--- config.mk ---
export PLATFORM = sky130hd
export DESIGN_NAME = ggvc_cordic
export DESIGN_NICKNAME = d
export VERILOG_FILES = /design/src/hdl/ggvc_pkg.sv /design/src/hdl/ggvc_cordic.sv
export SDC_FILE = /design/constraint.sdc
export NUM_CORES = 2
export LEC_CHECK = 0
export BUFFER_PORTS_ARGS = -buffer_cell sky130_fd_sc_hd__buf_4
export CAP_MARGIN = 15
export CORE_ASPECT_RATIO = 0.7
export CORE_MARGIN = 10
export CORE_UTILIZATION = 65
export CTS_CLUSTER_DIAMETER = 100
export DETAILED_ROUTE_END_ITERATION = 10
export PLACE_DENSITY = 0.88
export SYNTH_ARGS = -nofsm -noshare
export SYNTH_HDL_FRONTEND = slang
export SYNTH_SLANG_ARGS = --single-unit
--- constraint.sdc ---
create_clock -name clk -period 7.12 [get_ports clk]
set_input_delay 0.356 -clock clk [delete_from_list [all_inputs] [get_ports clk]]
set_output_delay 0.356 -clock clk [all_outputs]
set_load 0.05 [all_outputs]
--- src/hdl/ggvc_pkg.sv ---
// shared types, constants and the arctangent table for the go-to-goal controller
package ggvc_pkg;

  localparam int XY_W       = 28;   // cordic x/y datapath, Q.19 plus growth
  localparam int Z_W        = 24;   // cordic angle accumulator, Q.20
  localparam int ERR_W      = 25;   // heading error, Q.20
  localparam int DIST_W     = 20;   // distance, Q.11
  localparam int MAX_STAGES = 24;

  localparam logic signed [ERR_W-1:0] ANG_PI     = 25'sd3294199;
  localparam logic signed [ERR_W-1:0] ANG_TWO_PI = 25'sd6588398;
  localparam logic [19:0]             INV_GAIN   = 20'd636751;

  localparam logic [1:0] REG_GOAL_X    = 2'd0;
  localparam logic [1:0] REG_GOAL_Y    = 2'd1;
  localparam logic [1:0] REG_TOLERANCE = 2'd2;

  localparam logic signed [15:0] GOAL_X_RST    = 16'sd11355;
  localparam logic signed [15:0] GOAL_Y_RST    = 16'sd11355;
  localparam logic [14:0]        TOLERANCE_RST = 15'd205;

  typedef struct packed {
    logic signed [XY_W-1:0] x;
    logic signed [XY_W-1:0] y;
    logic signed [Z_W-1:0]  z;
    logic signed [15:0]     hd;
  } ggvc_vec_t;

  typedef struct packed {
    logic               arrived;
    logic signed [14:0] angular_velocity;
    logic [14:0]        linear_velocity;
  } ggvc_result_t;

  // atan(2^-i) in Q.20
  function automatic logic signed [Z_W-1:0] cordic_atan(input int i);
    logic signed [Z_W-1:0] a;
    case (i)
      0:  a = 24'sd823550;
      1:  a = 24'sd486170;
      2:  a = 24'sd256879;
      3:  a = 24'sd130396;
      4:  a = 24'sd65451;
      5:  a = 24'sd32757;
      6:  a = 24'sd16383;
      7:  a = 24'sd8192;
      8:  a = 24'sd4096;
      9:  a = 24'sd2048;
      10: a = 24'sd1024;
      11: a = 24'sd512;
      12: a = 24'sd256;
      13: a = 24'sd128;
      14: a = 24'sd64;
      15: a = 24'sd32;
      16: a = 24'sd16;
      17: a = 24'sd8;
      18: a = 24'sd4;
      19: a = 24'sd2;
      20: a = 24'sd1;
      21: a = 24'sd1;
      default: a = '0;
    endcase
    return a;
  endfunction

endpackage

--- src/hdl/ggvc_cordic.sv ---
// pipelined cordic vectoring, one micro-rotation per register stage
module ggvc_cordic
  import ggvc_pkg::*;
#(
  parameter int CORDIC_STAGES = 14
) (
  input  logic      clk,
  input  logic      rst_n,
  input  logic      en,
  input  logic      in_valid,
  input  ggvc_vec_t in_vec,
  output logic      out_valid,
  output ggvc_vec_t out_vec
);

  logic      vld_r [CORDIC_STAGES];
  ggvc_vec_t vec_r [CORDIC_STAGES];

  for (genvar i = 0; i < CORDIC_STAGES; i++) begin : g_stage
    localparam logic signed [Z_W-1:0] ATAN_I = cordic_atan(i);
    ggvc_vec_t              src, dst;
    logic                   src_v;
    logic signed [XY_W-1:0] sx, sy, xs, ys;

    if (i == 0) begin : g_first
      assign src   = in_vec;
      assign src_v = in_valid;
    end else begin : g_next
      assign src   = vec_r[i-1];
      assign src_v = vld_r[i-1];
    end

    assign sx = src.x;
    assign sy = src.y;
    assign xs = sx >>> i;
    assign ys = sy >>> i;

    always_comb begin
      dst.hd = src.hd;
      if (sy >= 0) begin
        dst.x = sx + ys;
        dst.y = sy - xs;
        dst.z = src.z + ATAN_I;
      end else begin
        dst.x = sx - ys;
        dst.y = sy + xs;
        dst.z = src.z - ATAN_I;
      end
    end

    always_ff @(posedge clk) begin
      if (!rst_n) begin
        vld_r[i] <= 1'b0;
      end else if (en) begin
        vld_r[i] <= src_v;
      end
    end

    always_ff @(posedge clk) begin
      if (en) begin
        vec_r[i] <= dst;
      end
    end
  end

  assign out_valid = vld_r[CORDIC_STAGES-1];
  assign out_vec   = vec_r[CORDIC_STAGES-1];

endmodule

==> results.yml <==
run_status:
  status: "complete, no violations"
job:
  maxCapViolCount: 0
timing:
  finalSetupViolCount: 0
  finClkSkew_ps: 48.3
  slew_headroom: 0.154
  clock.fmax_mhz: 179
  period_needed_ps: 5570
  grt_setup_unrepaired: "no"
  drv_slew: 0
  hold_viol: 0
  finalSetupTns_ps: 0
  worst_pin_slew_ps: 1270
  post-route-period-util: 0.783
placement:
  hpwl_um: 190000
  portBuffers: 196
  place.gp.congestion: 0.987
finish:
  drive_above_1_share: 0.0536
  n_fill_cell: 10500
  multi_input_area_mm2: 0.0559
  ff_latch_area_mm2: 0.0407
  antennaDiodeCount: 0
  areaGrowthSynthToFinish_pct: 9.05
  nets: 11100
critical_path:
  critPathSlowestCell: "a41oi_1"
  cp_common_cell: "a21oi_1"
  cp.arrival_ps: 6130
  crit_family: "compound AO/OA/AOI/OAI gates"
  setup.worst_path.end_class: "register"
  rr_worst_depth: 17
  path_buf_inv: 0
  slowest_delay_ps: 650
  path_depth: 17
  crit_path_max_fanout: 7
  crit_chain: "or4_1 -> or2_2 -> or3_1 -> o41ai_1 -> xnor2_1 -> ha_1 -> a21o_1 -> a21oi_1 -> o21ai_0 -> a31oi_1 -> o21ai_0 -> a41oi_1 -> a21oi_1 -> a311o_1 -> a21o_1 -> a21oi_1 -> xnor2_1"
  critPathKind: "register to register"
  crit_required_ps: 7680
  start_kind: "register"
global_routing:
  grt_util_met3: 0.0623
  grt_pass1_vias: 75100
  overflow: 0
  use_met1: 0.412
  grt_max_degree: 177
  globalRouteTotalUtil: 0.293
  grt_pass1_wl_um: 406000
  antenna_found_initial: 2
  top_usage_layer: "met2"
  grt_use_met2: 0.461
synth:
  synth_top_area_cell: "edfxtp_1"
  synth_area_mm2: 0.0987
  synthDistinctLibCells: 94
  synth-async-reset-ratio: 0
  yosys_warnings: 0
  ys_seq_elements: 1357
  seq_area_frac_synth: 0.413
  netlist_instances: 9687
  synth_edf_count: 1356
  synth.area.top_cells: "edfxtp_1 41%, ha_1 12%, xnor2_1 8.2%, xor2_1 4.1%, a21oi_1 3.9%"
  synth_ff_type: "edfxtp_1"
  synth.avg_cell_area_um2: 10.2
  synth_top_area_frac: 0.413
detailed_routing:
  antenna_left: 0
  drt-wirelength-per-cell_um: 21.2
  dr.first_iter.drc_count: 8598
  dr.pass1.iters: 8
  via_per_inst: 6.47
  via_count: 78100
  wirelength_um: 256000
  drc_errors: 0
clock_tree:
  htree_levels: 4
  clock_path_buffers: 3
  ctsRootBufferMaster: "clkbuf_16"
  tritoncts: "done"
  clock-sinks: 1357
  post_cts_buffers: 0
  cts_resized: 0
  clkTransAtPathRegs_ps: 70
  worstSkewPairLatency_ps: 820
  numCtsBuffers: 140
hold_path:
  min_path_type: "input pin to register"
  min_path_cells: 3
floorplan:
  coreArea_mm2: 0.151
  die_area_mm2: 0.168
  die_h_um: 346
  num_rows: 119
  start_util: 0.655
  die-width_um: 486
  ios: 197
-- timing repair --
| item | CTS | global route |
|---|---|---|
| endpoints found under the setup margin | 0 | 0 |
| endpoints found under the hold margin | 54 | 0 |
| hold buffers | 45 | 0 |
-- layout make-up --
class | count | area share
clock buffer | 168 | 0.0335
clock inverter | 79 | 0.00910
inverter | 410 | 0.0143
multi-input combinational | 7790 | 0.520
sequential | 1357 | 0.379
tap | 1996 | 0.0232
timing repair buffer | 287 | 0.0218
-- per-stage QoR --
step	hold WS (ps)	instances	cell area, um2	util	setup slack, ps
after global routing	57.2	12100	108000	0.714	1170
final	52.6	12100	108000	0.714	1550
after CTS	0.563	12100	108000	0.714	1740
after global placement	400	11800	103000	0.681	1810
after floorplan	400	9764	99000	-	2390
after detailed placement	405	11800	103000	0.681	1780
-- cells in the mapped netlist, drive strengths merged, types with 17 or more instances --
library cell,count
inv,404
buf,53
o31ai,167
a211oi,73
a21o,272
nand4,47
o41ai,87
clkbuf,154
o21bai,152
or2,54
a211o,17
nor2b,144
a31oi,61
nor3,251
a221oi,25
fa,36
nand2,576
o211ai,36
edfxtp,1356
nor2,721
xor2,459
a21boi,53
o22ai,17
mux2i,47
or3,125
and3,71
a21oi,777
o21ai,585
a31o,19
and2,30
a41oi,19
a2111oi,29
nand3,146
nand2b,163
ha,981
nor4,72
or4,79
xnor2,926
o31a,29
o21a,154
-- layout by cell type (no fill, tap or decap), drive strengths merged, types with 45 or more instances in the layout --
cell type       n
nor3          251
and3           71
nor4           72
clkbuf        170
mux2i          47
xor2          459
ha            981
or3           125
dlygate4sd3    45
or4            79
nor2          721
o31ai         167
o21bai        152
nand2b        163
a21boi         53
nand3         146
conb           78
a21o          272
edfxtp       1356
a21oi         777
nor2b         144
nand2         576
xnor2         926
o21a          154
a211oi         73
o41ai          87
inv           409
o21ai         585
buf           240
nand4          47
a31oi          61
or2            54
clkinv         63
-- state kept, by name, indices dropped and copies added, names as in the netlist --
signal,count
vld_r,14
vec_r,1343
-- path summary, 6_finish.rpt --
check / start / to / slack [ps]
min reg2reg: vec_r[0][109] / vec_r[0][205] / 410
max: vec_r[1][149] / vec_r[1][287] / 1550
min: in_vec[41] / vec_r[0][69] / 50
max reg2reg: vec_r[1][149] / vec_r[1][287] / 1550
-- cells by family after synthesis --
kind of cell | synth area share
fa+ha+maj | 0.132
mux | 0.00522
xor+xnor | 0.123
other cells | 0.0000380
flops | 0.413
buf+inv | 0.0237
compound gates | 0.178
simple gates | 0.125
-- routing by layer --
metal	vias up	share of wire
met5	-	0.000051
met1	37300	0.43
li1	36600	-
met2	3722	0.44
met3	495	0.098
met4	2	0.025
-- tightest hold or removal path: stages --
cell     delay [ps]
buf_4           110
fa_1            170
mux2i_1          70
Power is left out: the tool's default activity adds up to more than one toggle a clock period on the data nets, which glitch-free logic cannot reach.
