===== src/hdl/ggvc_pkg.sv =====
// shared types, constants and the arctangent table for the go-to-goal controller
package ggvc_pkg;

  localparam int XY_W       = 28;   // cordic x/y datapath, Q.19 plus growth
  localparam int Z_W        = 24;   // cordic angle accumulator, Q.20
  localparam int ERR_W      = 25;   // heading error, Q.20
  localparam int DIST_W     = 20;   // distance, Q.11
  localparam int MAX_STAGES = 24;

  localparam logic signed [ERR_W-1:0] ANG_PI     = 25'sd3294199;
  localparam logic signed [ERR_W-1:0] ANG_TWO_PI = 25'sd6588398;
  localparam logic [19:0]             INV_GAIN   = 20'd636751;

  localparam logic [1:0] REG_GOAL_X    = 2'd0;
  localparam logic [1:0] REG_GOAL_Y    = 2'd1;
  localparam logic [1:0] REG_TOLERANCE = 2'd2;

  localparam logic signed [15:0] GOAL_X_RST    = 16'sd11355;
  localparam logic signed [15:0] GOAL_Y_RST    = 16'sd11355;
  localparam logic [14:0]        TOLERANCE_RST = 15'd205;

  typedef struct packed {
    logic signed [XY_W-1:0] x;
    logic signed [XY_W-1:0] y;
    logic signed [Z_W-1:0]  z;
    logic signed [15:0]     hd;
  } ggvc_vec_t;

  typedef struct packed {
    logic               arrived;
    logic signed [14:0] angular_velocity;
    logic [14:0]        linear_velocity;
  } ggvc_result_t;

  // atan(2^-i) in Q.20
  function automatic logic signed [Z_W-1:0] cordic_atan(input int i);
    logic signed [Z_W-1:0] a;
    case (i)
      0:  a = 24'sd823550;
      1:  a = 24'sd486170;
      2:  a = 24'sd256879;
      3:  a = 24'sd130396;
      4:  a = 24'sd65451;
      5:  a = 24'sd32757;
      6:  a = 24'sd16383;
      7:  a = 24'sd8192;
      8:  a = 24'sd4096;
      9:  a = 24'sd2048;
      10: a = 24'sd1024;
      11: a = 24'sd512;
      12: a = 24'sd256;
      13: a = 24'sd128;
      14: a = 24'sd64;
      15: a = 24'sd32;
      16: a = 24'sd16;
      17: a = 24'sd8;
      18: a = 24'sd4;
      19: a = 24'sd2;
      20: a = 24'sd1;
      21: a = 24'sd1;
      default: a = '0;
    endcase
    return a;
  endfunction

endpackage


===== src/hdl/ggvc_post.sv =====
// gain removal, heading error wrap and command shaping
module ggvc_post
  import ggvc_pkg::*;
(
  input  logic         clk,
  input  logic         rst_n,
  input  logic         en,
  input  logic         in_valid,
  input  ggvc_vec_t    in_vec,
  input  logic [14:0]  tolerance,
  output logic         res_valid,
  output ggvc_result_t res
);

  // stage 1: gain multiply and raw error
  logic                    p1_valid_r;
  logic [46:0]             prod_r, prod_nxt;
  logic signed [ERR_W-1:0] err_r, err_nxt;
  logic [26:0]             xu;

  assign xu       = in_vec.x[XY_W-1] ? '0 : in_vec.x[26:0];
  assign prod_nxt = 47'(xu) * 47'(INV_GAIN);
  assign err_nxt  = {in_vec.z[Z_W-1], in_vec.z} - {{2{in_vec.hd[15]}}, in_vec.hd, 7'b0};

  always_ff @(posedge clk) begin
    if (!rst_n) begin
      p1_valid_r <= 1'b0;
    end else if (en) begin
      p1_valid_r <= in_valid;
    end
  end

  always_ff @(posedge clk) begin
    if (en) begin
      prod_r <= prod_nxt;
      err_r  <= err_nxt;
    end
  end

  // stage 2: round distance, wrap error once
  logic                    p2_valid_r;
  logic [DIST_W-1:0]       dist_r, dist_nxt;
  logic signed [ERR_W-1:0] werr_r, werr_nxt;
  logic [47:0]             rsum;

  assign rsum     = {1'b0, prod_r} + (48'd1 << 27);
  assign dist_nxt = rsum[47:28];

  always_comb begin
    if (err_r > ANG_PI) begin
      werr_nxt = err_r - ANG_TWO_PI;
    end else if (err_r < -ANG_PI) begin
      werr_nxt = err_r + ANG_TWO_PI;
    end else begin
      werr_nxt = err_r;
    end
  end

  always_ff @(posedge clk) begin
    if (!rst_n) begin
      p2_valid_r <= 1'b0;
    end else if (en) begin
      p2_valid_r <= p1_valid_r;
    end
  end

  always_ff @(posedge clk) begin
    if (en) begin
      dist_r <= dist_nxt;
      werr_r <= werr_nxt;
    end
  end

  // stage 3: clamp both commands, stop inside tolerance
  logic                    p3_valid_r;
  ggvc_result_t            res_r, res_nxt;
  logic signed [ERR_W-1:0] ang_full;
  logic signed [14:0]      ang_sat;
  logic [14:0]             lin_sat;

  assign ang_full = (werr_r + 25'sd64) >>> 7;

  always_comb begin
    if (ang_full > 25'sd8192) begin
      ang_sat = 15'sd8192;
    end else if (ang_full < -25'sd8192) begin
      ang_sat = -15'sd8192;
    end else begin
      ang_sat = ang_full[14:0];
    end
    if (dist_r >= DIST_W'(4096)) begin
      lin_sat = 15'd16384;
    end else begin
      lin_sat = {1'b0, dist_r[11:0], 2'b00};
    end
    if (dist_r > {{(DIST_W-15){1'b0}}, tolerance}) begin
      res_nxt.arrived          = 1'b0;
      res_nxt.angular_velocity = ang_sat;
      res_nxt.linear_velocity  = lin_sat;
    end else begin
      res_nxt.arrived          = 1'b1;
      res_nxt.angular_velocity = '0;
      res_nxt.linear_velocity  = '0;
    end
  end

  always_ff @(posedge clk) begin
    if (!rst_n) begin
      p3_valid_r <= 1'b0;
    end else if (en) begin
      p3_valid_r <= p2_valid_r;
    end
  end

  always_ff @(posedge clk) begin
    if (en) begin
      res_r <= res_nxt;
    end
  end

  assign res_valid = p3_valid_r;
  assign res       = res_r;

endmodule


===== config.mk =====
export PLATFORM = sky130hd
export DESIGN_NAME = ggvc_post
export DESIGN_NICKNAME = d
export VERILOG_FILES = /design/src/hdl/ggvc_pkg.sv /design/src/hdl/ggvc_post.sv
export SDC_FILE = /design/constraint.sdc
export NUM_CORES = 1
export LEC_CHECK = 0
export BUFFER_PORTS_ARGS = -buffer_cell sky130_fd_sc_hd__buf_2
export CORE_UTILIZATION = 45
export CTS_CLUSTER_SIZE = 10
export DETAILED_ROUTE_END_ITERATION = 12
export PLACE_DENSITY = 0.72
export SLEW_MARGIN = 20
export SYNTH_ARGS = -nofsm -noshare
export SYNTH_HDL_FRONTEND = slang
export SYNTH_SLANG_ARGS = --single-unit

===== constraint.sdc =====
create_clock -name clk -period 6.74 [get_ports clk]
set_clock_uncertainty 0.1 [all_clocks]
set_input_delay 0.337 -clock clk [delete_from_list [all_inputs] [get_ports clk]]
set_output_delay 0.337 -clock clk [all_outputs]
set_load 0.02 [all_outputs]

==> metrics.txt <==
status complete, no violations; design area 20,300 um2; Post-synth EDFFs 113; CTS tree done; initial DRC count 714; synthesized area 17,100 um2; Synth async-reset ratio 0%; fmax 0.154 GHz; fillcell total 3,259; Pleak 10.3 nW; Avg WL per Cell 15.7 um; flop-to-flop setup slack 3.65 ns; antenna-violating nets left 0; ys flop type edfxtp_1; peak supply drop 0.000537 V; Root Driver clkbuf_16; CTS Buf Count 17; DRC viols 0; crit path capture prod_r[38]; Final Max Tran Viols 0; Net Switching 4.21 mW; sequential area share after synthesis 20.2%; clk_lat worst skew 0.41 ns; chip height 197 um; DP HPWL 35,300 um; layout cell share with drive strength beyond 1 18.4%; Max clock buf depth 2; Clk pwr share 9.1%; worst r2r src err_r[8]; Worst Setup End Kind register; Final Util 54.0%; placed insts 2,491; remaining global-route overflow 0; fin crit period 6.51 ns; Synth warnings 0; dpl cell area 19,600 um2; Crit. Startpoint in_vec[95]; critical path peak fanout 11; final WL 39,900 um; vias in the first global route 13.2k; WP data arrival 6.56 ns; H-Tree Level Count 4; final std cells w/o fill 2,532; Distinct cells, synth 68; routability cong. 0.973; Pwr per Cell Area 458 nW/um2; HP Class input port to register; IO buf count 116; Die X 197 um; Worst R2R End werr_r[9]; global-route wire length before repair 65,000 um; vias per cell 5.03; synthesis-stage register bit count 116; post-place setup slack -0.404 ns; Syn Inst Count 1,719; Total GRT Usage 21.4%; I/O pins 147; worst slew pin tran 0.889 ns; Sw Ratio 45.3%; die area 38,800 um2; Initial Util 45.5%; Crit Path Class input port to register; Core Footprint 37,600 um2; largest net degree at the start of global routing 72; Startpoint Class input port; Layout area overhead 18.6%; fin crit share 96.6%; Syn Area/Cell 9.95 um2; initial antenna violation count 1; Pint 5.09 mW; Final Power 9.30 mW; # setup viols final 0; combinational share of power 77.0%; Site Rows 71; Reg power frac 13.9%; worst-case reg-to-reg path depth 9; clk sink count 116; Final WS setup 0.230 ns; worst relative slew slack 40.7%; final hold violations 0; Critical Path RT 6.79 ns; First-pass DRT Iterations 5; detailed-route via count 12.7k; final net count 2,590; max-cap violations 0; Reg clk slew, reported paths 0.06 ns
-- stage by stage --
step	setup TNS, ns	hold slack, ns
floorplan	0	0.336
global placement	-2.12	0.393
detailed placement	-3.37	0.415
CTS	0	0.00528
global route	-0.0133	0.0826
finish	0	0.0748
-- synthesized netlist by cell type (5+ instances only) --
master,number,area [um2]
inv_1,394,1480
fa_1,236,4720
ha_1,232,2900
edfxtp_1,113,3390
nor2_1,84,315
xnor2_1,78,683
nand2_1,67,251
a21oi_1,55,275
xor2_1,44,385
nor2b_1,39,244
o21ai_0,34,170
nand3_1,33,165
clkbuf_1,29,109
nor3_1,28,140
a21o_1,27,203
and2_1,25,156
nand4_1,21,131
nand2b_1,20,125
o21a_1,16,120
a211oi_1,11,82.6
a31oi_1,11,68.8
and3_1,11,68.8
or2_2,10,62.6
o21bai_1,8,60.1
or3_1,8,50.1
mux2i_1,6,60.1
o31ai_1,5,37.5
-- power groups by stage --
stage	Combinational, mW	Sequential [mW]	Clock (mW)
floorplan	4.73	1.27	0
CTS	7.11	1.29	0.861
detailed placement	7.03	1.31	0
global route	8.17	1.32	0.894
global placement	6.88	1.30	0
finish	7.15	1.29	0.847
-- sequential cells by signal, indices dropped and copies added (netlist names) --
register / flops
werr_r: 19
prod_r: 20
err_r: 25
p1_valid_r: 1
res_valid: 1
p2_valid_r: 1
res: 29
dist_r: 20
-- layer usage --
layer | routed length, um | vias up | GRT usage (%)
met4 | 828 | 0 | 5.57
met2 | 20700 | 222 | 38.5
met3 | 1190 | 51 | 2.21
met5 | 0 | - | 0
li1 | - | 6147 | -
met1 | 17100 | 6304 | 27.4
-- cells by family after synthesis --
family | share of synthesized area, %
buffers and inverters | 9.60
multiplexers | 0.351
AND/OR/NAND/NOR | 11.2
XOR/XNOR | 6.25
flip-flops | 20.2
adder cells (fa/ha/maj) | 44.6
other | 0.0219
AO/OA/AOI/OAI | 7.81
-- critical path: stages --
cell and delay, ns:
clkbuf_4 0.18, buf_4 0.17, nor2b_1 0.15, buf_4 0.14, xnor2_1 0.14, fa_1 0.47, fa_1 0.55, inv_1 0.06
fa_1 0.47, fa_1 0.52, fa_1 0.55, inv_1 0.05, fa_1 0.49, inv_1 0.04, ha_1 0.31, and3_1 0.21
and4_1 0.22, a32oi_2 0.21, a31oi_4 0.15, buf_4 0.17, o311ai_4 0.32, a21oi_1 0.13, a31oi_1 0.23, o21bai_1 0.11
xor2_1 0.15
-- worst min path at each step --
stage	start	end	slack, ns	cells after the start
2_1_floorplan	in_vec[16]	err_r[0]	0.34	0
3_3_place_gp	res_valid	res_valid	0.39	2
3_5_place_dp	in_vec[19]	err_r[3]	0.42	1
4_1_cts	in_vec[17]	err_r[1]	0.005	1
5_1_grt	rst_n	res_valid	0.08	2
6_report	rst_n	p2_valid_r	0.07	2
-- final cells by class --
| type | count | area, um2 | share of cell area (%) |
|---|---|---|---|
| multi-input combinational | 1173 | 12100 | 59.8 |
| sequential | 116 | 3450 | 17.0 |
| timing repair buffer | 305 | 2030 | 9.98 |
| inverter | 394 | 1480 | 7.29 |
| tap | 511 | 639 | 3.15 |
| clock buffer | 19 | 433 | 2.13 |
| clock inverter | 13 | 128 | 0.629 |
| antenna | 1 | 2.50 | 0.0123 |
-- cells in the final DEF (no fill, tap or decap), types with 5 or more instances in the layout --
cell / netlist / layout
inv_1: 394 / 392
fa_1: 236 / 236
ha_1: 232 / 232
buf_4: 2 / 182
buf_2: 1 / 114
edfxtp_1: 113 / 113
nor2_1: 84 / 82
xnor2_1: 78 / 78
nand2_1: 67 / 67
a21oi_1: 55 / 50
xor2_1: 44 / 44
nor2b_1: 39 / 34
o21ai_0: 34 / 34
nand3_1: 33 / 33
nor3_1: 28 / 28
a21o_1: 27 / 27
and2_1: 25 / 24
nand4_1: 21 / 21
clkbuf_16: 0 / 17
o21a_1: 16 / 16
nand2b_1: 20 / 14
and3_1: 11 / 11
or2_2: 10 / 10
a31oi_1: 11 / 10
a211oi_1: 11 / 10
o21bai_1: 8 / 8
or3_1: 8 / 8
dlygate4sd3_1: 0 / 7
mux2i_1: 6 / 6
nor2b_2: 0 / 5
a21oi_2: 0 / 5
o31ai_1: 5 / 5
-- repair_timing --
action	in CTS	in global routing
hold endpoints to repair	5	2
setup buffers	0	1
gates resized for setup	0	20
endpoints found under the setup margin	0	11
hold buffers	5	2
Note: power is estimated with default switching activity, not from simulation.
