`src/hdl/ggvc_pkg.sv`:
```
// shared types, constants and the arctangent table for the go-to-goal controller
package ggvc_pkg;

  localparam int XY_W       = 28;   // cordic x/y datapath, Q.19 plus growth
  localparam int Z_W        = 24;   // cordic angle accumulator, Q.20
  localparam int ERR_W      = 25;   // heading error, Q.20
  localparam int DIST_W     = 20;   // distance, Q.11
  localparam int MAX_STAGES = 24;

  localparam logic signed [ERR_W-1:0] ANG_PI     = 25'sd3294199;
  localparam logic signed [ERR_W-1:0] ANG_TWO_PI = 25'sd6588398;
  localparam logic [19:0]             INV_GAIN   = 20'd636751;

  localparam logic [1:0] REG_GOAL_X    = 2'd0;
  localparam logic [1:0] REG_GOAL_Y    = 2'd1;
  localparam logic [1:0] REG_TOLERANCE = 2'd2;

  localparam logic signed [15:0] GOAL_X_RST    = 16'sd11355;
  localparam logic signed [15:0] GOAL_Y_RST    = 16'sd11355;
  localparam logic [14:0]        TOLERANCE_RST = 15'd205;

  typedef struct packed {
    logic signed [XY_W-1:0] x;
    logic signed [XY_W-1:0] y;
    logic signed [Z_W-1:0]  z;
    logic signed [15:0]     hd;
  } ggvc_vec_t;

  typedef struct packed {
    logic               arrived;
    logic signed [14:0] angular_velocity;
    logic [14:0]        linear_velocity;
  } ggvc_result_t;

  // atan(2^-i) in Q.20
  function automatic logic signed [Z_W-1:0] cordic_atan(input int i);
    logic signed [Z_W-1:0] a;
    case (i)
      0:  a = 24'sd823550;
      1:  a = 24'sd486170;
      2:  a = 24'sd256879;
      3:  a = 24'sd130396;
      4:  a = 24'sd65451;
      5:  a = 24'sd32757;
      6:  a = 24'sd16383;
      7:  a = 24'sd8192;
      8:  a = 24'sd4096;
      9:  a = 24'sd2048;
      10: a = 24'sd1024;
      11: a = 24'sd512;
      12: a = 24'sd256;
      13: a = 24'sd128;
      14: a = 24'sd64;
      15: a = 24'sd32;
      16: a = 24'sd16;
      17: a = 24'sd8;
      18: a = 24'sd4;
      19: a = 24'sd2;
      20: a = 24'sd1;
      21: a = 24'sd1;
      default: a = '0;
    endcase
    return a;
  endfunction

endpackage

```
`src/hdl/ggvc_outbuf.sv`:
```
// output register with a skid entry so upstream ready is a flop
module ggvc_outbuf
  import ggvc_pkg::*;
(
  input  logic         clk,
  input  logic         rst_n,
  input  logic         up_valid,
  input  ggvc_result_t up_data,
  output logic         up_ready,
  output logic         dn_valid,
  output ggvc_result_t dn_data,
  input  logic         dn_ready
);

  logic         out_valid_r, skid_valid_r;
  ggvc_result_t out_data_r, skid_data_r;
  logic         up_fire, out_free;

  assign up_ready = ~skid_valid_r;
  assign up_fire  = up_valid & ~skid_valid_r;
  assign out_free = dn_ready | ~out_valid_r;

  always_ff @(posedge clk) begin
    if (!rst_n) begin
      out_valid_r  <= 1'b0;
      skid_valid_r <= 1'b0;
    end else begin
      if (out_free) begin
        if (skid_valid_r) begin
          out_valid_r  <= 1'b1;
          skid_valid_r <= 1'b0;
        end else begin
          out_valid_r <= up_fire;
        end
      end else if (up_fire) begin
        skid_valid_r <= 1'b1;
      end
    end
  end

  always_ff @(posedge clk) begin
    if (out_free) begin
      out_data_r <= skid_valid_r ? skid_data_r : up_data;
    end
    if (!out_free && up_fire) begin
      skid_data_r <= up_data;
    end
  end

  assign dn_valid = out_valid_r;
  assign dn_data  = out_data_r;

  // a waiting skid entry always sits behind a shown item
  a_skid_behind_out: assert property (@(posedge clk) disable iff (!rst_n)
    skid_valid_r |-> out_valid_r)
    else $error("skid entry held with empty output register");

endmodule
```
`config.mk`:
```
export PLATFORM = sky130hd
export DESIGN_NAME = ggvc_outbuf
export DESIGN_NICKNAME = d
export VERILOG_FILES = /design/src/hdl/ggvc_pkg.sv /design/src/hdl/ggvc_outbuf.sv
export SDC_FILE = /design/constraint.sdc
export NUM_CORES = 1
export LEC_CHECK = 0
export BUFFER_PORTS_ARGS = -buffer_cell sky130_fd_sc_hd__buf_2
export CAP_MARGIN = 20
export CORE_ASPECT_RATIO = 1.4
export CORE_MARGIN = 1
export CORE_UTILIZATION = 54
export CTS_BUF_LIST = sky130_fd_sc_hd__clkbuf_4 sky130_fd_sc_hd__clkbuf_8
export DETAILED_ROUTE_END_ITERATION = 8
export PLACE_DENSITY = 0.8
export SYNTH_ARGS = -nofsm -noshare
export SYNTH_HDL_FRONTEND = slang
export SYNTH_SLANG_ARGS = --single-unit
```
`constraint.sdc`:
```
create_clock -name clk -period 4.9 [get_ports clk]
set_clock_uncertainty 0.15 [all_clocks]
set_input_delay 0.245 -clock clk [delete_from_list [all_inputs] [get_ports clk]]
set_output_delay 0.245 -clock clk [all_outputs]
set_load 0.05 [all_outputs]
```
==> metrics.md, run 1 <==
| Metric | Value |
|---|---|
| Outcome | finished clean |
| Number of cell rows | 28 |
| GRT overflow | 0 |
| HPWL Detailed | 2467 um |
| DR vias | between 1k and 1.5k |
| Largest net degree at the start of global routing | 35 |
| Root Driver | clkbuf_8 |
| Syn avg cell area | 23.50 um^2 |
| Setup crit end kind | flip-flop |
| Die X | about 60 um |
| Synth warn | 0 |
| Final ANT Viol Nets | 0 |
| CTS Buffer Depth | 2 |
| ANT cells | 0 |
| Via density | 4.714 |
| Most used standard cell by instance count after synthesis | edfxtp_1 |
| Ys flop type | edfxtp_1 |
| Clk_lat worst skew | between 0.3 and 0.4 ns |
| Hold Vio Cnt, Final | 0 |
| # fillers | between 200 and 300 |
| # setup viols final | 0 |
| Final period utilization | between 50 and 60% |
| Pwr dens | between 300 and 400 mW/mm^2 |
| First-pass GRT wire length | 6092 um |
| CTS sink count | between 60 and 70 |
| Comb pwr share | 13.4% |
| Distinct cell type count after synthesis | 12 |
| CP required | 4.76 ns |
| Worst Hold Class | input port to flip-flop |
| Total GRT Usage | between 10% and 20% |
| Cell leakage power | about 1.3 nW |
| Non-filler cells in the finished layout | ~280 |
| Num CTS Buffers | 9 |
| Worst-margin pin slew | 1.052 ns |
| Share of the synthesized area in the top cell type | 75.46% |
| Syn nets | 140 |
| Initial DRC count | 31 |
| Post-synthesis sequential area ratio | around 77% |
| Seq cells post-synth | 64 |
| RSZ-0062 raised after global routing | false |
| Max-cap violations | 0 |
| Synthesized cell area | 0.002467 mm^2 |
| H-tree levels | 3 |
| Initial core utilization | 57.26% |
| Sequential cell area | between 0.0015 and 0.002 mm^2 |
| Share of cells above drive strength 1 | 55.56% |
| Final Total Pwr | between 1 and 1.5 mW |
| Flop pwr share | 51.9% |
| FMAX | 374.1 MHz |
| Ranking of synthesized cells by area | edfxtp_1, mux2_4, buf_12 |
| DRT Pass-1 Iters | 4 |
| Critical Path AT | 2.54 ns |
| Vias in the first global route | approximately 1.3k |
| Ys async rst share | 0% |
| IO Pins | 68 |
| Synth Instances | about 110 |
| Routability cong. | approximately 0.68 |
| CP Max Fanout | 34 |
| Max VDD drop | between 0.2 and 0.25 mV |
| Setup Fix Bufs, Post-CTS | 0 |
| # port buffers | 67 |
| Final slew viol count | 0 |
| Synth top cells by count | edfxtp_1, mux2_4, mux2_2 |
| Internal power | 941.0 uW |
| CORE AREA | 0.004309 mm^2 |
| DRC | 0 |
| Period minus WS final | between 2 and 3 ns |
| Cell taking the most area after synthesis | edfxtp_1 |
| Post-CTS resize count | 0 |
| Placed cells | 229 |
| Sw Ratio | a little under a quarter |
| NetSw | 292.7 uW |
| Crit Path Class | flip-flop to flip-flop |
| Startpoint Class | flip-flop |
| Multi-input gate area in the final layout | approximately 500 um^2 |
| Initial antenna violation count | 0 |
| Layout net count | 246 |
| Die H | 81.98 um |
| Drt total wl | 4174 um |
| Avg WL per Cell | 15.12 um |
| Max-Slew Margin vs Limit | between 20 and 30% |
| Clock Power Share | between 30% and 40% |
| Hold Slack | 0.03102 ns |
| Reg clk slew, reported paths | ~0.06 ns |
| TritonCTS clock tree | done |
| Die area | 0.004847 mm^2 |
| EDFF count, synth | 62 |
| Post-route setup TNS | 0 ns |
| Area delta synth->final | 34.89% |
-- path summary, 6_finish.rpt --
check                  from               to  slack (ns)  cells past startpoint
max                dn_valid  skid_data_r[14]        2.23                      3
min                   rst_n         dn_valid        0.03                      2
max reg2reg        dn_valid  skid_data_r[14]        2.23                      3
min reg2reg  skid_data_r[8]       dn_data[8]        0.39                      1
-- cells by family (layout without fill, tap and decap cells) --
logic type      count (synthesis)  after routing  synth area share (%)
flops                          64             64                 77.08
mux                            31             31                 18.26
compound gates                  1              1                0.3044
buf+inv                         5            116                 3.043
simple gates                    4              4                 1.319
-- layout by cell type, fill, tap and decap left out --
cell | synthesis | routed
mux2_2 | 4 | 4
buf_2 | 0 | 67
mux2_4 | 27 | 27
dlygate4sd3_1 | 0 | 31
buf_4 | 0 | 1
nand2b_2 | 0 | 1
dfxtp_2 | 0 | 1
a21boi_0 | 1 | 1
nor3b_2 | 1 | 2
dfxtp_1 | 2 | 1
clkbuf_4 | 0 | 4
inv_1 | 1 | 1
edfxtp_1 | 62 | 62
nor2_2 | 1 | 1
clkbuf_8 | 0 | 12
-- area by class of cell --
type | instances | area share (%)
multi-input cells | 36 | 14.96
clock buffers | 16 | 5.865
inverters | 1 | 0.1128
flip-flops and latches | 64 | 57.18
repair buffers | 99 | 19.62
well taps | 60 | 2.256
-- power groups by stage --
stage	clock (mW)	sequential, mW	combinational, mW
finish	0.428	0.641	0.165
CTS	0.436	0.641	0.166
detailed placement	0	0.652	0.147
global route	0.454	0.643	0.173
global placement	0	0.651	0.144
floorplan	0	0.724	0.0352
-- per-layer routing --
metal  part of all wire, %  track usage [%]  vias to the layer above
met5                     0                0                        -
met4                   2.4            12.62                        0
met3                   5.0            5.827                        9
met2                    52            31.02                       53
met1                    41            20.26                      614
li1                      -                -                      625
-- registers in the layout (all words and copies together), names as in the netlist --
register	flops
skid_data_r	31
dn_valid	1
dn_data	31
skid_valid_r	1
-- through the flow --
stage	area [um^2]	setup WS (ns)	utilization, %
after floorplan	2467	0.3873	-
after global placement	2823	2.234	65.51
after detailed placement	2823	2.103	65.51
after CTS	3328	2.212	77.24
after global routing	3328	2.058	77.24
final	3328	2.227	77.24
-- critical path, cell delays in order (launching register included) --
cell      delay, ns
dfxtp_1        0.35
nand2b_2       0.47
nor3b_2        0.96
buf_4          0.41
-- repair_timing --
action,CTS,global route
setup endpoints to repair,0,0
hold buffers,31,0
endpoints found under the hold margin,31,0
Power figures use the tool's default switching activity.
==> run 2: changes to the inputs <==
==> constraint.sdc (replaced) <==
create_clock -name clk -period 2.6 [get_ports clk]
set_clock_uncertainty 0.15 [all_clocks]
set_input_delay 0.13 -clock clk [delete_from_list [all_inputs] [get_ports clk]]
set_output_delay 0.13 -clock clk [all_outputs]
set_load 0.05 [all_outputs]
==> run 2 against run 1 <==
  * Critical path depth did not move
  * Routed wire length rose by 5.2%
  * Setup slack got worse by 1.5 ns
  * Cell count rose by 1.8%
  * Critical path type unchanged
==> metrics.md, run 2 (synthesis results as in run 1) <==
| Metric | Value |
|---|---|
| Outcome | finished clean (unchanged) |
| FMAX | 539.1 MHz (was 374.1 MHz) |
| Initial DRC count | 42 (was 31) |
| Largest net degree at the start of global routing | 35 (unchanged) |
| Cell leakage power | 1.365 nW (was 1.335 nW) |
| Final period utilization | 71.35% (was 54.56%) |
| Final Total Pwr | 2.360 mW (was 1.234 mW) |
| Die area | 0.004847 mm^2 (unchanged) |
| Worst Slack Setup Final | 0.7450 ns (was 2.227 ns) |
| Highest-count cells in the layout ignoring fill and taps | buf_2, edfxtp_1, dlygate4sd3_1, mux2_4, clkbuf_8 (unchanged) |
| Period minus WS final | 1.855 ns (was 2.673 ns) |
| Most common cell after layout, fill and taps aside | buf_2 (unchanged) |
| Num CTS Buffers | 9 (unchanged) |
| H-tree levels | 3 (unchanged) |
| Pwr dens | 694.5 mW/mm^2 (was 370.7 mW/mm^2) |
| CP Max Fanout | 20 (was 34) |
| Non-filler cells in the finished layout | 281 (was 276) |
| Drt total wl | 4393 um (was 4174 um) |
| DRT Pass-1 Iters | 4 (unchanged) |
| Reg clk slew, reported paths | 0.07 ns (was 0.06 ns) |
| First-pass GRT wire length | 6782 um (was 6092 um) |
| CP required | 2.72 ns (was 4.76 ns) |
| DR vias | 1,337 (was 1,301) |
| GRT overflow | 0 (unchanged) |
| Post-Route Utilization | 78.86% (was 77.24%) |
| Hold Vio Cnt, Final | 0 (unchanged) |
| Post-CTS resize count | 0 (unchanged) |
| Die H | 81.98 um (unchanged) |
| Final ANT Viol Nets | 0 (unchanged) |
| Area delta synth->final | 37.73% (was 34.89%) |
| Startpoint Class | flip-flop (unchanged) |
| Number of cell rows | 28 (unchanged) |
| Max-cap violations | 0 (unchanged) |
| Share of cells above drive strength 1 | 55.20% (was 55.56%) |
| Crit Path Class | flip-flop to flip-flop (unchanged) |
| DRC | 0 (unchanged) |
| CTS sink count | 64 (unchanged) |
| IO Pins | 68 (unchanged) |
| TritonCTS clock tree | done (unchanged) |
| CORE AREA | 0.004309 mm^2 (unchanged) |
| Max-Slew Margin vs Limit | 55.50% (was 29.87%) |
| ANT cells | 0 (unchanged) |
| Hold Slack | 0.2877 ns (was 0.03102 ns) |
| Post-route setup TNS | 0 ns (unchanged) |
| Root Driver | clkbuf_8 (unchanged) |
| Total GRT Usage | 20.82% (was 18.69%) |
| Vias in the first global route | 1,401 (was 1,326) |
| Layout net count | 251 (was 246) |
| Cell area after layout | 0.003398 mm^2 (was 0.003328 mm^2) |
| Initial antenna violation count | 0 (unchanged) |
| Setup crit end kind | flip-flop (unchanged) |
| Avg WL per Cell | 15.63 um (was 15.12 um) |
| Routability cong. | 0.6607 (was 0.6836) |
| Max VDD drop | 0.5413 mV (was 0.2326 mV) |
| Initial core utilization | 57.26% (unchanged) |
| # setup viols final | 0 (unchanged) |
| Area after DPL | 0.002861 mm^2 (was 0.002823 mm^2) |
| Placed cells | 231 (was 229) |
| DP Worst Slack | 0.8803 ns (was 2.103 ns) |
| Die X | 59.13 um (unchanged) |
| # port buffers | 67 (unchanged) |
| Critical Path AT | 1.98 ns (was 2.54 ns) |
| Final slew viol count | 0 (unchanged) |
| Worst Hold Class | input port to flip-flop (unchanged) |
| Clk_lat worst skew | 0.33 ns (about the same) |
| RSZ-0062 raised after global routing | false (unchanged) |
| HPWL Detailed | 2559 um (was 2467 um) |
| Via density | 4.758 (was 4.714) |
| CTS Buffer Depth | 2 (unchanged) |
| Worst-margin pin slew | 0.6674 ns (was 1.052 ns) |
[run 2: cell type report]
cell class,count,area [um^2]
Inverter,1,3.754
Tap cell,60,75.07
Timing Repair Buffer,104,710.7
Multi-Input combinational cell,36,509.2
Clock inverter,3,42.54
Sequential cell,64,1903
Clock buffer,13,153.9
Fill cell,251,910.9
[run 2: path summary, 6_finish.rpt]
path | start | endpoint | slack (ns) | depth (start not counted)
min reg2reg | skid_data_r[9] | dn_data[9] | 0.40 | 1
max reg2reg | skid_valid_r | dn_valid | 0.75 | 3
min | dn_ready | skid_valid_r | 0.29 | 3
max | skid_valid_r | dn_valid | 0.75 | 3
[run 2: routing by layer]
| metal | vias up | GRT usage [%] | wire length, um |
|---|---|---|---|
| li1 | 640 | - | - |
| met4 | 0 | 10.00 | 100 |
| met5 | - | 0 | 0 |
| met3 | 7 | 7.717 | 194 |
| met1 | 643 | 22.04 | 1671 |
| met2 | 47 | 36.14 | 2426 |
[run 2: critical path: stages (launching register included)]
cell           delay, ns
dfxtp_2             0.76
nor2_2              0.11
a21boi_0            0.18
dlygate4sd3_1       0.59
[run 2: power by group]
group          switching, mW  leakage (nW)  internal [mW]
clock                  0.348         0.101          0.484
combinational          0.201         0.643          0.121
sequential            0.0160         0.620           1.19
total                  0.565          1.36           1.79
[run 2: repair_timing]
item,CTS,global route
buffers inserted,0,0
hold endpoints to repair,64,0
hold buffers,34,0
