File: src/hdl/ggvc_pkg.sv
// shared types, constants and the arctangent table for the go-to-goal controller
package ggvc_pkg;

  localparam int XY_W       = 28;   // cordic x/y datapath, Q.19 plus growth
  localparam int Z_W        = 24;   // cordic angle accumulator, Q.20
  localparam int ERR_W      = 25;   // heading error, Q.20
  localparam int DIST_W     = 20;   // distance, Q.11
  localparam int MAX_STAGES = 24;

  localparam logic signed [ERR_W-1:0] ANG_PI     = 25'sd3294199;
  localparam logic signed [ERR_W-1:0] ANG_TWO_PI = 25'sd6588398;
  localparam logic [19:0]             INV_GAIN   = 20'd636751;

  localparam logic [1:0] REG_GOAL_X    = 2'd0;
  localparam logic [1:0] REG_GOAL_Y    = 2'd1;
  localparam logic [1:0] REG_TOLERANCE = 2'd2;

  localparam logic signed [15:0] GOAL_X_RST    = 16'sd11355;
  localparam logic signed [15:0] GOAL_Y_RST    = 16'sd11355;
  localparam logic [14:0]        TOLERANCE_RST = 15'd205;

  typedef struct packed {
    logic signed [XY_W-1:0] x;
    logic signed [XY_W-1:0] y;
    logic signed [Z_W-1:0]  z;
    logic signed [15:0]     hd;
  } ggvc_vec_t;

  typedef struct packed {
    logic               arrived;
    logic signed [14:0] angular_velocity;
    logic [14:0]        linear_velocity;
  } ggvc_result_t;

  // atan(2^-i) in Q.20
  function automatic logic signed [Z_W-1:0] cordic_atan(input int i);
    logic signed [Z_W-1:0] a;
    case (i)
      0:  a = 24'sd823550;
      1:  a = 24'sd486170;
      2:  a = 24'sd256879;
      3:  a = 24'sd130396;
      4:  a = 24'sd65451;
      5:  a = 24'sd32757;
      6:  a = 24'sd16383;
      7:  a = 24'sd8192;
      8:  a = 24'sd4096;
      9:  a = 24'sd2048;
      10: a = 24'sd1024;
      11: a = 24'sd512;
      12: a = 24'sd256;
      13: a = 24'sd128;
      14: a = 24'sd64;
      15: a = 24'sd32;
      16: a = 24'sd16;
      17: a = 24'sd8;
      18: a = 24'sd4;
      19: a = 24'sd2;
      20: a = 24'sd1;
      21: a = 24'sd1;
      default: a = '0;
    endcase
    return a;
  endfunction

endpackage

File: src/hdl/ggvc_prep.sv
// offset to goal and half-plane fold ahead of the cordic pipeline
module ggvc_prep
  import ggvc_pkg::*;
(
  input  logic               clk,
  input  logic               rst_n,
  input  logic               en,
  input  logic               in_valid,
  input  logic signed [15:0] pose_x,
  input  logic signed [15:0] pose_y,
  input  logic signed [15:0] pose_heading,
  input  logic signed [15:0] goal_x,
  input  logic signed [15:0] goal_y,
  output logic               vec_valid,
  output ggvc_vec_t          vec
);

  logic               s1_valid_r;
  logic signed [16:0] dx_r, dy_r;
  logic signed [15:0] hd_r;
  logic signed [16:0] dx_nxt, dy_nxt;
  logic signed [16:0] fx, fy;
  logic signed [Z_W-1:0] z0;
  ggvc_vec_t          vec_r, vec_nxt;
  logic               vec_valid_r;

  assign dx_nxt = {goal_x[15], goal_x} - {pose_x[15], pose_x};
  assign dy_nxt = {goal_y[15], goal_y} - {pose_y[15], pose_y};

  always_ff @(posedge clk) begin
    if (!rst_n) begin
      s1_valid_r <= 1'b0;
    end else if (en) begin
      s1_valid_r <= in_valid;
    end
  end

  always_ff @(posedge clk) begin
    if (en) begin
      dx_r <= dx_nxt;
      dy_r <= dy_nxt;
      hd_r <= pose_heading;
    end
  end

  // left half-plane: rotate by pi and preset the angle
  always_comb begin
    if (dx_r < 0) begin
      fx = -dx_r;
      fy = -dy_r;
      z0 = (dy_r >= 0) ? ANG_PI[Z_W-1:0] : -ANG_PI[Z_W-1:0];
    end else begin
      fx = dx_r;
      fy = dy_r;
      z0 = '0;
    end
    vec_nxt.x  = {{(XY_W-25){fx[16]}}, fx, 8'b0};
    vec_nxt.y  = {{(XY_W-25){fy[16]}}, fy, 8'b0};
    vec_nxt.z  = z0;
    vec_nxt.hd = hd_r;
  end

  always_ff @(posedge clk) begin
    if (!rst_n) begin
      vec_valid_r <= 1'b0;
    end else if (en) begin
      vec_valid_r <= s1_valid_r;
    end
  end

  always_ff @(posedge clk) begin
    if (en) begin
      vec_r <= vec_nxt;
    end
  end

  assign vec_valid = vec_valid_r;
  assign vec       = vec_r;

endmodule

File: config.mk
export PLATFORM = sky130hd
export DESIGN_NAME = ggvc_prep
export DESIGN_NICKNAME = d
export VERILOG_FILES = /design/src/hdl/ggvc_pkg.sv /design/src/hdl/ggvc_prep.sv
export SDC_FILE = /design/constraint.sdc
export NUM_CORES = 1
export LEC_CHECK = 0
export BUFFER_PORTS_ARGS = -buffer_cell sky130_fd_sc_hd__buf_2
export CORE_ASPECT_RATIO = 1.1
export CORE_MARGIN = 4
export CORE_UTILIZATION = 55
export CTS_CLUSTER_SIZE = 10
export DETAILED_ROUTE_END_ITERATION = 7
export GPL_ROUTABILITY_DRIVEN = 0
export HOLD_SLACK_MARGIN = 0.12
export PLACE_DENSITY = 0.92
export SLEW_MARGIN = 20
export SYNTH_ARGS = -nofsm -noshare
export SYNTH_HDL_FRONTEND = slang
export SYNTH_SLANG_ARGS = --single-unit
File: constraint.sdc
create_clock -name clk -period 6.4 [get_ports clk]
set_input_delay 0.32 -clock clk [delete_from_list [all_inputs] [get_ports clk]]
set_output_delay 0.32 -clock clk [all_outputs]
set_load 0.01 [all_outputs]
==> results of run 1 <==
-- power breakdown --
group	switching, W	leakage (nW)	total, W	internal (W)
Clock	0.000196	0.0910	0.000371	0.000175
Sequential	0.0000560	1.03	0.000933	0.000877
Combinational	0.000206	1.80	0.000379	0.000173
-- cell families after synthesis --
| logic type | count (synthesis) | synth area share |
|---|---|---|
| other | 1 | 0.0006584 |
| adders and majority gates | 37 | 0.08392 |
| buffers and inverters | 102 | 0.09556 |
| AOI/OAI and AO/OA | 97 | 0.1103 |
| xor gates and xnor gates | 53 | 0.08150 |
| muxes | 2 | 0.003515 |
| and+or+nand+nor | 87 | 0.07447 |
| DFF | 105 | 0.5501 |
-- placed cells by master, fill, tap and decap left out, types with 16 or more instances in the layout --
cell type  instances
ha_1              35
o21ai_0           27
a21oi_1           23
buf_2            163
xnor2_1           43
nand2_1           28
nor2_1            20
edfxtp_1         103
inv_1             55
conb_1            16
-- worst reg2reg max path: cells and delay by family, from the launching register on --
family / cells / cell delay (ns)
AOI/OAI and AO/OA: 1 / 0.11
adders and majority gates: 1 / 0.28
and+or+nand+nor: 6 / 1.93
DFF: 1 / 0.44
-- area by class of cell --
type | instances | area share
Clock buffer | 10 | 0.01910
Clock inverter | 5 | 0.007117
Inverter | 55 | 0.03090
Multi-Input combinational cell | 292 | 0.3105
Sequential cell | 105 | 0.4690
Tap cell | 120 | 0.02248
Timing Repair Buffer | 176 | 0.1409
-- how the worst max path moves through the flow --
stage               startpoint  endpoint  slack [ns]  cells after the start
finish                 dy_r[7]   vec[64]        3.36                      8
global route           dy_r[7]   vec[64]        3.21                      8
CTS                    dy_r[7]   vec[64]        3.32                      8
detailed placement     dy_r[7]   vec[64]        3.34                      8
global placement       dy_r[7]   vec[64]        3.58                      8
floorplan              dy_r[7]   vec[64]        3.67                      8
-- registers in the layout, indices dropped and copies added (netlist names) --
register,cells
vec_valid,1
dy_r,17
s1_valid_r,1
hd_r,16
dx_r,17
vec,53
-- through the flow --
step | hold slack (ns) | total power [W] | utilization | worst slack [ns]
2_1_floorplan | 0.4003 | 0.001192 | - | 3.673
3_3_place_gp | 0.4025 | 0.001299 | 0.6405 | 3.582
3_5_place_dp | 0.4052 | 0.001323 | 0.6405 | 3.336
4_1_cts | 0.1220 | 0.001698 | 0.6680 | 3.321
5_1_grt | 0.1211 | 0.001776 | 0.6690 | 3.206
6_report | 0.1407 | 0.001683 | 0.6690 | 3.358
-- per-layer routing --
metal | part of all wire | vias to the layer above | global-route usage
li1 | - | 1968 | -
met1 | 0.39 | 1849 | 0.2122
met2 | 0.52 | 172 | 0.3470
met3 | 0.068 | 21 | 0.04211
met4 | 0.021 | 0 | 0.07962
met5 | 0 | - | 0
-- timing repair --
item | 4_1_cts | 5_1_grt
endpoints found under the hold margin | 10 | 1
hold buffers | 10 | 1
setup buffers | 0 | 0
==> flow_summary.toml, run 1 <==
[sta]
maxClockFrequency_mhz = 328.7
finalHoldViolations = 0
fin_crit_sh = 0.4754
setup_tns_ns = 0
worst_pin_slew_ns = 1.020
fin_worst_skew_ns = 0.01072
slew_headroom = 0.3199
maxSlewViolCount = 0
setup_viol = 0
rsz0062_at_grt = "false"
period_minus_slack_ns = 3.042

[grt]
overflow = 0
grt_pass1_wl_mm = 18.19
track_usage = 0.1887
antenna_found_initial = 0
grt_max_degree = 60
grt_pass1_vias = 3944

[yosys]
avgSynthCellArea_um2 = 11.77
netlist_top_cells_count = "edfxtp_1, inv_1, buf_4, xnor2_1, ha_1"
yosys.cell_types.count = 52
yosys-top-cells-area = "edfxtp_1, ha_1, xnor2_1"
ys_ff_latch = 105
yosysWarnings = 0
synthMostInstantiatedCell = "edfxtp_1"
yosysSeqAreaShare = 0.5501
syn_area_um2 = 5695
synthCells = 484
yosysTopAreaCell = "edfxtp_1"
synth_top_cell_area_share = 0.5431
synth_edf_count = 103
async_flop_share = 0
ys.flop_type = "edfxtp_1"

[cts]
clkLatencyLatePin_ns = 0.36
htreeDepth = 3
cts_buffers = 9
clkSinkCount = 105
root_buffer = "clkbuf_8"
cts_tree = "built"
clkTransAtPathRegs_ns = 0.09
cts_resized = 0
clock_path_buffers = 2

[setup_path]
critPathMaxFanout = 4
cp.arrival_ns = 3.10
reg2regPathDepth = 8
endpoint_kind = "flip-flop"
path_class = "reg2reg"
worstPathCellList = "or4_4 > or4_1 > or2_1 > or3_4 > nor3_1 > ha_1 > nand2_1 > o21ai_0"
cp_slowest_cell = "or4_4"
crit_family = "simple AND/OR/NAND/NOR gates"
rr_endpoint = "vec[64]"
startpoint_type = "flip-flop"
reg2reg_from = "dy_r[7]"
slowest_delay_ns = 0.57
r2r_slack_ns = 3.36
cp.required_ns = 6.46
cp_num_buf_inv = 0

[route]
drc_errors = 0
ant_nets = 0
drtPass1Iterations = 4
routed_wl_mm = 11.32
drtIter0Drc = 243
vias = 4010
via_per_inst = 5.256
wire_per_inst_um = 14.83

[layout]
antenna_cells = 0
final_cells = 763
final_area_um2 = 6680
fill_cells = 745
seqCellArea_um2 = 3133
drive_above_1_share = 0.2846
finalNetCount = 760
synthToLayoutAreaGrowth_pct = 17.29
multiInputGateArea_um2 = 2074

[die]
die_y_um = 114.7
rows = 38
core_um2 = 9985
start_util = 0.5704
die_w_um = 105.0
io_pins = 181
dieArea_um2 = 12050

[outcome]
status = "completed"

[worst_hold_path]
hold_path_end = "hd_r[5]"
min_path_type = "in2reg"
hold_path_depth = 1
min-delay-start = "pose_heading[5]"

[power_and_ir_drop]
vdd_drop_max_mv = 0.1228
p_leak_nw = 2.921
powerDensity_nw_per_um2 = 251.9

[run]
maxCapViolCount = 0

[place]
place.port_buffers = 164
placed_area_um2 = 6395
place_inst = 737
place_hpwl_mm = 8.972
Power figures use the tool's default switching activity.
==> run 2: changes to the inputs <==
CORE_UTILIZATION = 47   (was 55)
PLACE_DENSITY = 0.85   (was 0.92)
clock period = 2.65 ns   (was 6.4 ns; I/O delays follow)
==> run 2 against run 1 <==
Clock power grew to 3.9 times the previous value; cell area is 5.5% higher; critical path depth stayed put; sequential share of layout area is 2.4 points lower; sequential cell count stayed put; register-to-register slack worse by 3.4 ns; global-route usage is 2.7 points lower; combinational power grew to 2.5 times the previous value; via count is 1.4% higher; total power grew to 2.8 times the previous value; critical path type unchanged; largest cell class unchanged; highest routed layer unchanged.
==> flow_summary.toml, run 2 (synthesis gave the netlist of run 1 again) <==
[outcome]
status = "completed"

[grt]
grt_pass1_vias = 3899
antenna_found_initial = 0
track_usage = 0.1612
grt_pass1_wl_mm = 18.02
overflow = 0
grt_max_degree = 48

[setup_path]
cp_common_cell = "or4_4"
critPathMaxFanout = 2
cp.required_ns = 2.74
slowest_delay_ns = 0.54
cp_num_buf_inv = 0
crit_family = "simple AND/OR/NAND/NOR gates"
worstPathCellList = "or4_4 > or4_4 > or2_1 > or3_4 > nor3_2 > ha_1 > nand2_1 > o21ai_1"
path_class = "reg2reg"
cp.arrival_ns = 2.74
startpoint_type = "flip-flop"
cp_slowest_cell = "or4_4"
endpoint_kind = "flip-flop"

[layout]
largest_reg_flops = 53
final_cells = 811
final_common_cell = "buf_2"
layout_common_cells = "buf_2, edfxtp_1, inv_1"
antenna_cells = 0
final_area_um2 = 7047
seqCellArea_um2 = 3133
multiInputGateArea_um2 = 2083
synthToLayoutAreaGrowth_pct = 23.73
drive_above_1_share = 0.3011
fill_cells = 902
finalNetCount = 777

[sta]
fin_worst_skew_ns = 0.007353
finalHoldViolations = 0
rsz0062_at_grt = "true"
maxSlewViolCount = 0
maxClockFrequency_mhz = 377.5
setup_viol = 0
period_minus_slack_ns = 2.649
fin_crit_sh = 0.9995
hold_ws_ns = 0.1825
slew_headroom = 0.4513
worst_pin_slew_ns = 0.8155

[cts]
clkTransAtPathRegs_ns = 0.07
cts_tree = "built"
htreeDepth = 3
clkSinkCount = 105
clkLatencyLatePin_ns = 0.34
root_buffer = "clkbuf_16"
clock_path_buffers = 2
cts_buffers = 9

[route]
drtIter0Drc = 183
via_per_inst = 5.014
drtPass1Iterations = 4
drc_errors = 0
routed_wl_mm = 11.49
ant_nets = 0
vias = 4066
wire_per_inst_um = 14.16

[run]
maxCapViolCount = 0

[worst_hold_path]
min_path_type = "in2reg"

[die]
rows = 41
core_um2 = 11640
dieArea_um2 = 13950
io_pins = 181
start_util = 0.4891
die_w_um = 113.0
die_y_um = 123.5

[power_and_ir_drop]
powerDensity_nw_per_um2 = 659.3
vdd_drop_max_mv = 0.4535
p_leak_nw = 3.074

[place]
place_inst = 775
placed_area_um2 = 6510
place.port_buffers = 164
place_hpwl_mm = 8.786
run 2: changes by cell type in the layout (fill, tap and decap cells not counted), sizes merged:
cell and change:
dlygate4sd3 +7, bufinv +1, inv +1, buf +10, clkbuf +1, clkinv -3
clkinvlp +1
run 2: final timing paths:
check                                to       from  depth (start not counted)  slack [ns]
worst max-delay path            vec[64]    dy_r[8]                          8       0.001
worst min-delay path            dx_r[0]  pose_x[0]                          3        0.18
worst max register to register  vec[64]    dy_r[8]                          8       0.001
worst min register to register   vec[5]    hd_r[5]                          0        0.42
run 2: final cells by class:
cell class              count  area share
clock inverters             5     0.01207
well taps                 150     0.02663
clock buffers              11     0.03587
repair buffers            193      0.1559
inverters                  55     0.02930
flip-flops and latches    105      0.4446
multi-input cells         292      0.2956
run 2: layer usage:
| metal | global-route usage | share of wire |
|---|---|---|
| met4 | 0.06612 | 0.012 |
| met5 | 0 | 0 |
| met1 | 0.1904 | 0.42 |
| met3 | 0.02790 | 0.071 |
| met2 | 0.2911 | 0.50 |
run 2: through the flow:
step	setup TNS (ns)	util	power, W	worst slack (ns)
finish	0	0.6051	0.004646	0.001334
global route	-0.1127	0.6051	0.004870	-0.08571
CTS	-0.01758	0.6045	0.004677	-0.01758
detailed placement	-0.1694	0.5590	0.003212	-0.07679
global placement	-0.01677	0.5590	0.003167	-0.01677
floorplan	-0.03036	-	0.002879	-0.03036
run 2: report_power, final:
group	internal (W)	switching, W	leakage (nW)
clock	0.000884	0.000563	0.162
combinational	0.000442	0.000515	1.88
sequential	0.00212	0.000123	1.03
total	0.00344	0.00120	3.07
run 2: repair_timing:
item | in CTS | in global routing
hold buffers | 18 | 0
buffers inserted | 1 | 1
endpoints found under the hold margin | 18 | 0
resized for setup | 2 | 0
endpoints found under the setup margin | 1 | 1
pin swaps | 2 | 1
run 2: worst register-to-register path, cell delays in order (launching register included):
cell and delay, ns:
edfxtp_1 0.38, or4_4 0.54, or4_4 0.43, or2_1 0.23
or3_4 0.34, nor3_2 0.11, ha_1 0.24, nand2_1 0.07
o21ai_1 0.06
